File: src/rtl/ovss_pkg.sv
package ovss_pkg;

  localparam int SCORE_W = 32;
  localparam int PAGES_W = 31;
  localparam int TICK_W  = 32;
  localparam int HZ_W    = 4;

  localparam logic [HZ_W-1:0] HZ_SHIFT_RESET = 4'd7;
  // ticks -> seconds / 8 and ticks -> minutes (roughly /1024 of ticks per s)
  localparam logic [4:0] CPU_SEC_SHIFT = 5'd3;
  localparam logic [4:0] RUN_MIN_SHIFT = 5'd10;

  typedef enum logic [2:0] {
    ST_IDLE,
    ST_ROOT_CPU,
    ST_DIV_CPU,
    ST_ROOT_RUN1,
    ST_ROOT_RUN2,
    ST_DIV_RUN,
    ST_FINISH
  } seq_state_t;

  typedef struct packed {
    logic busy;
    logic done;
  } unit_status_t;

endpackage

File: src/rtl/ovss_if.sv
interface ovss_in_if #(
  parameter int ID_BITS = 15
);
  logic               valid;
  logic               ready;
  logic [ID_BITS-1:0] task_id;
  logic               has_memory_map;
  logic               already_dying;
  logic [30:0]        virtual_pages;
  logic [31:0]        cpu_ticks;
  logic [31:0]        start_tick;
  logic [31:0]        now_tick;
  logic               is_niced;
  logic               is_privileged;
  logic               has_raw_io;
  logic               last_task;

  modport source (
    output valid, task_id, has_memory_map, already_dying, virtual_pages, cpu_ticks,
           start_tick, now_tick, is_niced, is_privileged, has_raw_io, last_task,
    input  ready
  );
  modport sink (
    input  valid, task_id, has_memory_map, already_dying, virtual_pages, cpu_ticks,
           start_tick, now_tick, is_niced, is_privileged, has_raw_io, last_task,
    output ready
  );
endinterface

interface ovss_out_if #(
  parameter int ID_BITS = 15
);
  logic               valid;
  logic               ready;
  logic               victim_found;
  logic [ID_BITS-1:0] victim_id;
  logic [31:0]        victim_score;

  modport source (
    output valid, victim_found, victim_id, victim_score,
    input  ready
  );
  modport sink (
    input  valid, victim_found, victim_id, victim_score,
    output ready
  );
endinterface

File: src/rtl/oom_victim_score_select.sv
// OOM victim scorer / selector.
// tasks   : one task record per word (valid/ready). Accepted when valid and
//           ready are both high. ready is high only while the sequencer idles.
// victims : one word per scan, produced only for a record marked last_task:
//           found flag, id and score of the strictly highest nonzero score
//           (first task to reach it wins ties). After the report the running
//           maximum clears for the next scan.
// cfg     : cfg_we/cfg_wdata write hz_shift (log2 tick rate); only while idle.
// Sequence: an eligible task runs root(cpu_sec), a 32-step divide,
//   root(run_min), root of that, and a second 32-step divide, then an
//   update. The shift-per-cycle root unit and the bit-serial divider
//   are shared, so a task is taken only once the previous one has left
//   its update state. An ineligible task (id 0, no memory map, dying)
//   skips the roots and divides and goes straight to the update.
// Stall: the report sits in an output register; the next scan's records are
//   still accepted while it waits. Only a further last record holds in its
//   update state until the output register frees.
// Reset (rst, sync, high): hz_shift = 7, running maximum cleared, output
//   register empty, sequencer idle.
module oom_victim_score_select #(
  parameter int ID_BITS = 15
) (
  input  logic              clk,
  input  logic              rst,
  input  logic              cfg_we,
  input  logic [3:0]        cfg_wdata,
  ovss_in_if.sink           tasks,
  ovss_out_if.source        victims
);

  ovss_pkg::seq_state_t state, state_next;

  logic [ovss_pkg::HZ_W-1:0]    hz_shift;
  logic [ovss_pkg::SCORE_W-1:0] score;
  logic [31:0]                  run_min;
  logic [ID_BITS-1:0]           task_id;
  logic                         niced;
  logic                         priv;
  logic                         rawio;
  logic                         last_r;
  logic [ovss_pkg::SCORE_W-1:0] best_score;
  logic [ID_BITS-1:0]           best_task;

  logic                         out_valid;
  logic                         out_found;
  logic [ID_BITS-1:0]           out_id;
  logic [ovss_pkg::SCORE_W-1:0] out_score;

  logic        accept;
  logic        eligible;
  logic [4:0]  cpu_amt;
  logic [4:0]  run_amt;
  logic [31:0] cpu_sec_in;
  logic [31:0] run_min_in;
  logic        out_free;

  logic        root_start;
  logic [31:0] root_x;
  logic [31:0] root_res;
  ovss_pkg::unit_status_t root_st;

  logic        div_start;
  logic [31:0] div_dividend;
  logic [31:0] div_divisor;
  logic [31:0] div_q;
  ovss_pkg::unit_status_t div_st;

  logic [31:0] adj_nice;
  logic [31:0] adj_priv;
  logic [31:0] adj_final;

  logic                         better;
  logic [ovss_pkg::SCORE_W-1:0] new_best;
  logic [ID_BITS-1:0]           new_task;

  assign tasks.ready = (state == ovss_pkg::ST_IDLE);
  assign accept      = tasks.valid && tasks.ready;
  assign eligible    = (tasks.task_id != '0) && tasks.has_memory_map && !tasks.already_dying;

  // tick -> seconds / minutes scaling
  assign cpu_amt    = {1'b0, hz_shift} + ovss_pkg::CPU_SEC_SHIFT;
  assign run_amt    = {1'b0, hz_shift} + ovss_pkg::RUN_MIN_SHIFT;
  assign cpu_sec_in = tasks.cpu_ticks >> cpu_amt;
  assign run_min_in = (tasks.now_tick - tasks.start_tick) >> run_amt;

  assign out_free = !out_valid || victims.ready;

  // niced doubles (no overflow: 31-bit pages), each privilege term quarters
  always_comb begin
    adj_nice  = niced ? {div_q[30:0], 1'b0} : div_q;
    adj_priv  = priv  ? (adj_nice >> 2) : adj_nice;
    adj_final = rawio ? (adj_priv >> 2) : adj_priv;
  end

  always_comb begin
    better   = (score > best_score);
    new_best = better ? score : best_score;
    new_task = better ? task_id : best_task;
  end

  ovss_root u_root (
    .clk    (clk),
    .rst    (rst),
    .start  (root_start),
    .x_in   (root_x),
    .status (root_st),
    .result (root_res)
  );

  ovss_div u_div (
    .clk      (clk),
    .rst      (rst),
    .start    (div_start),
    .dividend (div_dividend),
    .divisor  (div_divisor),
    .status   (div_st),
    .quotient (div_q)
  );

  // next state
  always_comb begin
    state_next = state;
    case (state)
      ovss_pkg::ST_IDLE: begin
        if (accept) begin
          state_next = eligible ? ovss_pkg::ST_ROOT_CPU : ovss_pkg::ST_FINISH;
        end
      end
      ovss_pkg::ST_ROOT_CPU: begin
        if (root_st.done) state_next = ovss_pkg::ST_DIV_CPU;
      end
      ovss_pkg::ST_DIV_CPU: begin
        if (div_st.done) state_next = ovss_pkg::ST_ROOT_RUN1;
      end
      ovss_pkg::ST_ROOT_RUN1: begin
        if (root_st.done) state_next = ovss_pkg::ST_ROOT_RUN2;
      end
      ovss_pkg::ST_ROOT_RUN2: begin
        if (root_st.done) state_next = ovss_pkg::ST_DIV_RUN;
      end
      ovss_pkg::ST_DIV_RUN: begin
        if (div_st.done) state_next = ovss_pkg::ST_FINISH;
      end
      ovss_pkg::ST_FINISH: begin
        if (!last_r || out_free) state_next = ovss_pkg::ST_IDLE;
      end
      default: state_next = ovss_pkg::ST_IDLE;
    endcase
  end

  // unit launches and operand selection
  always_comb begin
    root_start   = 1'b0;
    root_x       = root_res;
    div_start    = 1'b0;
    div_dividend = score;
    div_divisor  = root_res;
    case (state)
      ovss_pkg::ST_IDLE: begin
        root_start = accept && eligible;
        root_x     = cpu_sec_in;
      end
      ovss_pkg::ST_ROOT_CPU:  div_start = root_st.done;
      ovss_pkg::ST_DIV_CPU: begin
        root_start = div_st.done;
        root_x     = run_min;
      end
      ovss_pkg::ST_ROOT_RUN1: root_start = root_st.done;
      ovss_pkg::ST_ROOT_RUN2: div_start  = root_st.done;
      default: begin
        root_start = 1'b0;
        div_start  = 1'b0;
      end
    endcase
  end

  always_ff @(posedge clk) begin
    if (rst) begin
      state      <= ovss_pkg::ST_IDLE;
      hz_shift   <= ovss_pkg::HZ_SHIFT_RESET;
      best_score <= '0;
      best_task  <= '0;
      out_valid  <= 1'b0;
    end else begin
      state <= state_next;
      if (cfg_we) hz_shift <= cfg_wdata;
      if (state == ovss_pkg::ST_FINISH) begin
        if (!last_r) begin
          best_score <= new_best;
          best_task  <= new_task;
        end else if (out_free) begin
          best_score <= '0;
          best_task  <= '0;
        end
      end
      if (state == ovss_pkg::ST_FINISH && last_r && out_free) begin
        out_valid <= 1'b1;
      end else if (victims.ready) begin
        out_valid <= 1'b0;
      end
    end
  end

  // item payload and report word
  always_ff @(posedge clk) begin
    if (accept) begin
      score   <= eligible ? {1'b0, tasks.virtual_pages} : '0;
      run_min <= run_min_in;
      task_id <= tasks.task_id;
      niced   <= tasks.is_niced;
      priv    <= tasks.is_privileged;
      rawio   <= tasks.has_raw_io;
      last_r  <= tasks.last_task;
    end
    if (state == ovss_pkg::ST_DIV_CPU && div_st.done) score <= div_q;
    if (state == ovss_pkg::ST_DIV_RUN && div_st.done) score <= adj_final;
    if (state == ovss_pkg::ST_FINISH && last_r && out_free) begin
      out_found <= (new_best != '0);
      out_id    <= new_task;
      out_score <= new_best;
    end
  end

  assign victims.valid        = out_valid;
  assign victims.victim_found = out_found;
  assign victims.victim_id    = out_id;
  assign victims.victim_score = out_score;

  // a task is only taken while both shared units are quiet
  a_idle_units: assert property (@(posedge clk) disable iff (rst)
    tasks.ready |-> !(root_st.busy || div_st.busy))
    else $error("task accepted while a shared unit is busy");

  // the divider only finishes in a divide state
  a_div_state: assert property (@(posedge clk) disable iff (rst)
    div_st.done |-> (state == ovss_pkg::ST_DIV_CPU || state == ovss_pkg::ST_DIV_RUN))
    else $error("divider finished outside a divide state");

  // a nonzero best always belongs to a nonzero task id
  a_best_pair: assert property (@(posedge clk) disable iff (rst)
    (best_score == '0) == (best_task == '0))
    else $error("running maximum and its task disagree");

  // report flag matches the score it carries
  a_found_flag: assert property (@(posedge clk) disable iff (rst)
    out_valid |-> (out_found == (out_score != '0)))
    else $error("victim_found inconsistent with victim_score");

endmodule

File: src/rtl/ovss_root.sv
// Rough root: shift x by 2 and r by 1 per cycle until x <= 1.
module ovss_root (
  input  logic                        clk,
  input  logic                        rst,
  input  logic                        start,
  input  logic [31:0]                 x_in,
  output ovss_pkg::unit_status_t      status,
  output logic [31:0]                 result
);

  logic [31:0] x;
  logic [31:0] r;
  logic        busy;
  logic        done;
  logic        settled;
  logic [31:0] adj;
  logic [31:0] fin;

  assign settled = (x[31:1] == 31'd0);

  always_comb begin
    adj = (x != 32'd0) ? (r - (r >> 2)) : r;
    fin = (adj == 32'd0) ? 32'd1 : adj;
  end

  always_ff @(posedge clk) begin
    if (rst) begin
      busy <= 1'b0;
      done <= 1'b0;
    end else begin
      done <= 1'b0;
      if (start) begin
        busy <= 1'b1;
      end else if (busy && settled) begin
        busy <= 1'b0;
        done <= 1'b1;
      end
    end
  end

  always_ff @(posedge clk) begin
    if (start) begin
      x <= x_in;
      r <= x_in;
    end else if (busy && !settled) begin
      x <= x >> 2;
      r <= r >> 1;
    end
    if (!start && busy && settled) begin
      result <= fin;
    end
  end

  assign status.busy = busy;
  assign status.done = done;

endmodule

File: src/rtl/ovss_div.sv
// Restoring divider, one quotient bit per cycle.
module ovss_div (
  input  logic                        clk,
  input  logic                        rst,
  input  logic                        start,
  input  logic [31:0]                 dividend,
  input  logic [31:0]                 divisor,
  output ovss_pkg::unit_status_t      status,
  output logic [31:0]                 quotient
);

  logic [31:0] q;
  logic [31:0] rem;
  logic [31:0] dvs;
  logic [4:0]  cnt;
  logic        busy;
  logic        done;
  logic [32:0] trial;

  assign trial = {rem, q[31]} - {1'b0, dvs};

  always_ff @(posedge clk) begin
    if (rst) begin
      busy <= 1'b0;
      done <= 1'b0;
      cnt  <= 5'd0;
    end else begin
      done <= 1'b0;
      if (start) begin
        busy <= 1'b1;
        cnt  <= 5'd0;
      end else if (busy) begin
        cnt <= cnt + 5'd1;
        if (cnt == 5'd31) begin
          busy <= 1'b0;
          done <= 1'b1;
        end
      end
    end
  end

  always_ff @(posedge clk) begin
    if (start) begin
      q   <= dividend;
      rem <= 32'd0;
      dvs <= divisor;
    end else if (busy) begin
      if (!trial[32]) begin
        rem <= trial[31:0];
        q   <= {q[30:0], 1'b1};
      end else begin
        rem <= {rem[30:0], q[31]};
        q   <= {q[30:0], 1'b0};
      end
    end
  end

  assign quotient    = q;
  assign status.busy = busy;
  assign status.done = done;

endmodule

File: src/flat_wrapper.sv
// flat-port wrapper written by rule: the top's interface ports become plain ports
module oom_victim_score_select_flat 
#(
  parameter int ID_BITS = 15
)
  (clk, rst, cfg_we, cfg_wdata, tasks_valid, tasks_task_id, tasks_has_memory_map, tasks_already_dying, tasks_virtual_pages, tasks_cpu_ticks, tasks_start_tick, tasks_now_tick, tasks_is_niced, tasks_is_privileged, tasks_has_raw_io, tasks_last_task, tasks_ready, victims_valid, victims_victim_found, victims_victim_id, victims_victim_score, victims_ready);
  ovss_in_if #(.ID_BITS(ID_BITS)) tasks_i ();
  ovss_out_if #(.ID_BITS(ID_BITS)) victims_i ();
  input  logic clk;
  input  logic rst;
  input  logic cfg_we;
  input  logic [3:0] cfg_wdata;
  input wire logic [$bits(tasks_i.valid)-1:0] tasks_valid;
  input wire logic [$bits(tasks_i.task_id)-1:0] tasks_task_id;
  input wire logic [$bits(tasks_i.has_memory_map)-1:0] tasks_has_memory_map;
  input wire logic [$bits(tasks_i.already_dying)-1:0] tasks_already_dying;
  input wire logic [$bits(tasks_i.virtual_pages)-1:0] tasks_virtual_pages;
  input wire logic [$bits(tasks_i.cpu_ticks)-1:0] tasks_cpu_ticks;
  input wire logic [$bits(tasks_i.start_tick)-1:0] tasks_start_tick;
  input wire logic [$bits(tasks_i.now_tick)-1:0] tasks_now_tick;
  input wire logic [$bits(tasks_i.is_niced)-1:0] tasks_is_niced;
  input wire logic [$bits(tasks_i.is_privileged)-1:0] tasks_is_privileged;
  input wire logic [$bits(tasks_i.has_raw_io)-1:0] tasks_has_raw_io;
  input wire logic [$bits(tasks_i.last_task)-1:0] tasks_last_task;
  output wire logic [$bits(tasks_i.ready)-1:0] tasks_ready;
  output wire logic [$bits(victims_i.valid)-1:0] victims_valid;
  output wire logic [$bits(victims_i.victim_found)-1:0] victims_victim_found;
  output wire logic [$bits(victims_i.victim_id)-1:0] victims_victim_id;
  output wire logic [$bits(victims_i.victim_score)-1:0] victims_victim_score;
  input wire logic [$bits(victims_i.ready)-1:0] victims_ready;
  assign tasks_i.valid = tasks_valid;
  assign tasks_i.task_id = tasks_task_id;
  assign tasks_i.has_memory_map = tasks_has_memory_map;
  assign tasks_i.already_dying = tasks_already_dying;
  assign tasks_i.virtual_pages = tasks_virtual_pages;
  assign tasks_i.cpu_ticks = tasks_cpu_ticks;
  assign tasks_i.start_tick = tasks_start_tick;
  assign tasks_i.now_tick = tasks_now_tick;
  assign tasks_i.is_niced = tasks_is_niced;
  assign tasks_i.is_privileged = tasks_is_privileged;
  assign tasks_i.has_raw_io = tasks_has_raw_io;
  assign tasks_i.last_task = tasks_last_task;
  assign tasks_ready = tasks_i.ready;
  assign victims_valid = victims_i.valid;
  assign victims_victim_found = victims_i.victim_found;
  assign victims_victim_id = victims_i.victim_id;
  assign victims_victim_score = victims_i.victim_score;
  assign victims_i.ready = victims_ready;
  oom_victim_score_select #(.ID_BITS(ID_BITS)) u_core (.clk(clk), .rst(rst), .cfg_we(cfg_we), .cfg_wdata(cfg_wdata), .tasks(tasks_i), .victims(victims_i));
endmodule
File: config.mk
export PLATFORM = sky130hd
export DESIGN_NAME = oom_victim_score_select_flat
export DESIGN_NICKNAME = d
export VERILOG_FILES = /design/src/rtl/ovss_pkg.sv /design/src/rtl/ovss_if.sv /design/src/rtl/oom_victim_score_select.sv /design/src/rtl/ovss_root.sv /design/src/rtl/ovss_div.sv /design/src/flat_wrapper.sv
export SDC_FILE = /design/constraint.sdc
export NUM_CORES = 1
export LEC_CHECK = 0
export BUFFER_PORTS_ARGS = -buffer_cell sky130_fd_sc_hd__buf_4
export CAP_MARGIN = 40
export CORE_UTILIZATION = 55
export CTS_CLUSTER_DIAMETER = 200
export DETAILED_ROUTE_END_ITERATION = 10
export PLACE_DENSITY = 0.76
export SKIP_LAST_GASP = 1
export SYNTH_ARGS = -nofsm -noshare
export SYNTH_HDL_FRONTEND = slang
export SYNTH_HIERARCHICAL = 1
export SYNTH_SLANG_ARGS = --single-unit
File: constraint.sdc
create_clock -name clk -period 8 [get_ports clk]
set_clock_uncertainty 0.1 [all_clocks]
set_input_delay 0 -clock clk [delete_from_list [all_inputs] [get_ports clk]]
set_output_delay 0 -clock clk [all_outputs]
set_load 0.02 [all_outputs]
Word-level counts from Yosys, hierarchy flattened

Index checks and enable logic that the tools add are counted.

Bits in latches: 0
Memories: 0
Output and inout port bits: 50
RAM bits: 0
Memory bits (read-only): 0
Bits in registers: 387

Shifts and indexed selects: 2
Equal/unequal tests: 15
Order comparisons: 1
Reduce and logical (&&, ||, !) cells: 36
Muxes and demuxes: 43
Bitwise gates (word level): 1
Div/mod/pow operators: 0
Add/sub/neg operators: 6
Multipliers: 0

Operators by type and width:

| cell                                                                   | count |
|---|---|
| 32-bit 2-to-1 mux                                                      | 17 |
| 32-bit one-hot mux with 2 select lines                                 | 1 |
| 32-bit nonzero test                                                    | 2 |
| 32-bit by 5-bit >> shifter with 32-bit output                          | 2 |
| 15-bit 2-to-1 mux                                                      | 3 |
| 33-bit by 32-bit subtractor with 33-bit output                         | 1 |
| 32-bit greater-than comparator                                         | 1 |
| 32-bit logical NOT                                                     | 1 |
| 32-bit by 30-bit subtractor with 32-bit output                         | 1 |
| 32-bit subtractor                                                      | 1 |
| 31-bit logical NOT                                                     | 1 |
| 31-bit 2-to-1 mux                                                      | 1 |
| 3-bit 2-to-1 mux                                                       | 8 |
| 3-bit one-hot mux with 7 select lines                                  | 1 |
| 15-bit nonzero test                                                    | 1 |
| 2-bit inequality test (second input constant)                          | 7 |
| 1-bit logical AND                                                      | 12 |
| 1-bit 2-to-1 mux                                                       | 11 |
| 3-bit equality test (second input constant)                            | 3 |
| 2-bit nonzero test                                                     | 4 |
| 7-bit AND reduction                                                    | 1 |
| 3-bit by 2-bit equality test with 1-bit output (second input constant) | 2 |
| 2-bit OR reduction                                                     | 3 |
| 4-bit by 2-bit adder with 5-bit output (second input constant)         | 1 |
| other kinds (13)                                                       | 18 |

Longest topological paths before layout

Word-level depth: 8
Gate-level depth with buffers: 14
Gate-level depth less buffers: 14

Modules after synthesis

The synthesis kept the hierarchy.

By module, submodules not included:

| module                  | cells an instance | times used | area each (um2) |
|---|---|---|---|
| oom_victim_score_select | 1,561             | 1          | 14,023.4 |
| ovss_root               | 634               | 1          | 6,014.5 |
| ovss_div                | 563               | 1          | 5,863.1 |

Least setup slack after synthesis

No wires, ideal clock.

Path kind: register to register
From: register u_core.state[0]
To: register u_core.u_root.result[0], enable pin
Slack: 1,719 ps
Data required time: 7,385 ps
Arrival time: 5,666 ps
Buffers on the path: 2
Cell stages (with the launch flop): 10
Cell sequence: dfxtp_1 inv_1 nand2_1 clkbuf_1 nor2_1 nand2_1 inv_1 a32o_1 clkbuf_1 nor4b_1

Cells in the longest elaborated chain, start to end: 7
Elaborated cells between the ends (all ways): 9
Classes of those cells: 2 x eq/ne; 1 x mux; 6 x reduce/logical

RTL lines:

| item                                  | RTL line                       | RTL |
|---|---|---|
| from (decl)                           | oom_victim_score_select.sv:31  | `ovss_pkg::seq_state_t state, state_next;` |
| from (signal assigned)                | oom_victim_score_select.sv:179 | `state <= ovss_pkg::ST_IDLE;` |
| from (signal assigned)                | oom_victim_score_select.sv:185 | `state <= state_next;` |
| 3-bit logical NOT                     | oom_victim_score_select.sv:76  | `assign tasks.ready = (state == ovss_pkg::ST_IDLE);` |
| via tasks_ready                       | flat_wrapper.sv:25             | `output wire logic [$bits(tasks_i.ready)-1:0] tasks_ready;` |
| 1-bit logical AND                     | oom_victim_score_select.sv:77  | `assign accept = tasks.valid && tasks.ready;` |
| via u_core.accept                     | oom_victim_score_select.sv:49  | `logic accept;` |
| 1-bit logical AND                     | oom_victim_score_select.sv:160 | `root_start = accept && eligible;` |
| 1-bit one-hot mux with 3 select lines | oom_victim_score_select.sv:158 | `case (state)` |
| via u_core.root_start                 | oom_victim_score_select.sv:57  | `logic root_start;` |
| 1-bit logical NOT                     | ovss_root.sv:49                | `if (!start && busy && settled) begin` |
| 1-bit logical AND (2 in series)       | ovss_root.sv:49                |  |
| to (signal assigned)                  | ovss_root.sv:50                | `result <= fin;` |
| to (decl)                             | ovss_root.sv:8                 | `output logic [31:0] result` |

The timed path passes the listed nets, and every way through them passes these cells.
A chain may end at the register's enable or synchronous reset.

Worst setup path after layout

From: register u_core.u_root.x[20]
To: register u_core.u_root.result[0], data pin

Cells in the longest elaborated chain, start to end: 3

RTL lines:

| item                    | RTL line        | RTL |
|---|---|---|
| from (decl)             | ovss_root.sv:11 | `logic [31:0] x;` |
| from (signal assigned)  | ovss_root.sv:43 | `x <= x_in;` |
| from (signal assigned)  | ovss_root.sv:46 | `x <= x >> 2;` |
| 32-bit nonzero test (*) | ovss_root.sv:22 | `adj = (x != 32'd0) ? (r - (r >> 2)) : r;` |
| 32-bit 2-to-1 mux (*)   | ovss_root.sv:22 |  |
| 32-bit logical NOT      | ovss_root.sv:23 | `fin = (adj == 32'd0) ? 32'd1 : adj;` |

Mark *: on every way between the ends. The rest lies on a longest branch, timed or not.

==> metrics <==
Critical Path Fanout Max=35; DR WL/cell=20.54 um; total track usage=30.09%; Layout Cells excl Fill=3557; placed cells=3415; Die ar.=47940 sq um; share of cells above drive strength 1=15.90%; Initial Util=55.72%; vias post-DR=22.79k; Yosys warnings=6; Sw Share=35.95%; slew margin rel.=40.66%; Critical Path Source Type=register; hold-fix buffer count after cts=67; CP Class=register to register; CP arrival=5230 ps; Util after Layout=64.17%; Hold Path Depth=2; pin count of the biggest net entering global routing=95; commonest non-fill, non-tap cell in the layout=nand2_1; GR Overflow Total=0; Root Buffer=clkbuf_16; post-CTS setup buffers=0; I/O pins=207; Worst Max-Slew Pin Slew=867.6 ps; commonest non-fill, non-tap cells in the layout=288 x nand2_1, 280 x edfxtp_1, 229 x buf_4, 198 x nor2_1, 187 x inv_1; final hold violations=0; Final #Nets=3203; Area Growth Syn to Fin=15.17%; gpl congestion=0.9691; CTS Buf Count=41; syn_nets=3041; Worst EP required=8330 ps; CTS tree=done; core area=46460 sq um; HP Class=primary input to register; Tmin final=4899 ps; Gate power share=36.2%; number of cells on the worst reg-to-reg path=11; Worst Hold Slack=65.89 ps; Register Area=10330 sq um; first-pass GRT wire length=115200 um; Detail Route Antenna Nets=0; initial antenna violation count=0; Die Ht=218.9 um; switching power=0.002515 W; vias in the first global route=21.81k; Reg power frac=36.8%; final-report max-slew violation count=0; clock power share=27.0%; Max clock buf depth=3; Multi-input gate area=14140 sq um; Routed Wire Length=73050 um; Internal Power=0.004481 W; outcome=completed; Post-route DRC=0; CP Capture Type=register; Sink Count=376; average size of a mapped cell=9.393 sq um; dpl hpwl=52440 um; final worst-path cycle share=61.24%; DP Area=27800 sq um; Max-cap violations=0; clock slew at reported path FFs=70 ps; final setup TNS=0 ps; Resize count post-CTS=0; fmax=204.1 MHz; Die Width=218.9 um; synthesized area=25890 sq um; fillers=3714; PortBufs=203; H-Tree Depth=2; fin area=29810 sq um; initial DRC count=2458; vias per cell=6.406; Setup Viol. Count Final=0; LEAKAGE=11.57 nW; Peak VDD IR=0.0002146 V; latest clock arrival within the worst-skew pair=570 ps; Synth Instances=2756; PwrDens=234.7 nW/um^2; 1st-pass router iterations=7; unrepaired setup endpoints after global routing=no; Core Rows=79
registers in the layout (all words and copies together), names as in the netlist, 3 cells and up:
signal and cells:
u_core/div_dividend 32, u_core/best_score 32, u_core/u_root/r 31, u_core/run_min 22
u_core/task_id 15, u_core/u_div/dvs 32, u_core/state 3, u_core/u_root/x 32
u_core/u_div/rem 32, u_core/victims.victim_score 32, u_core/hz_shift 4, u_core/u_div/quotient 32
u_core/victims.victim_id 15, u_core/u_root/result 32, u_core/u_div/cnt 5, u_core/best_task 15
power groups by stage:
stage          Clock [W]  Combinational, W  Sequential [W]
2_1_floorplan          0           0.00178         0.00255
3_3_place_gp           0           0.00231         0.00262
3_5_place_dp           0           0.00243         0.00260
4_1_cts          0.00192           0.00248         0.00257
5_1_grt          0.00199           0.00276         0.00259
6_report         0.00189           0.00254         0.00257
critical path: stages (launching register included):
cell and delay [ps]:
edfxtp_1 390, nor4_1 500, nand4_1 450, or3_1 620, buf_4 320, a31o_1 240
or4_1 470, nor4_1 360, or4b_1 520, nor4_1 320, nor4bb_1 260, a31o_1 180
per-layer routing:
layer,GRT usage (%),part of all wire (%)
met1,38.56,40
met2,50.40,48
met4,12.57,4.1
met3,4.865,7.9
met5,0,0
worst paths after layout:
path,start,endpoint,slack (ps)
max reg2reg,u_core/u_root/x[20],u_core/u_root/result[0],3100
max,u_core/u_root/x[20],u_core/u_root/result[0],3100
min reg2reg,u_core/best_task[2],u_core/best_task[2],370
min,tasks_has_raw_io,u_core/rawio,70
per-stage QoR:
stage / setup WS, ps / power (W)
CTS: 3195 / 0.006967
finish: 3101 / 0.006996
global route: 3008 / 0.007342
floorplan: 1719 / 0.004326
global placement: 3337 / 0.004932
detailed placement: 3275 / 0.005034
layout make-up:
class,count,share of cell area (%)
well taps,607,2.548
clock buffers,50,3.727
multi-input cells,2008,47.44
repair buffers,302,8.469
diodes,1,0.008394
flip-flops and latches,376,34.67
inverters,189,2.380
clock inverters,24,0.7638
(Power assumes the default switching activity.)
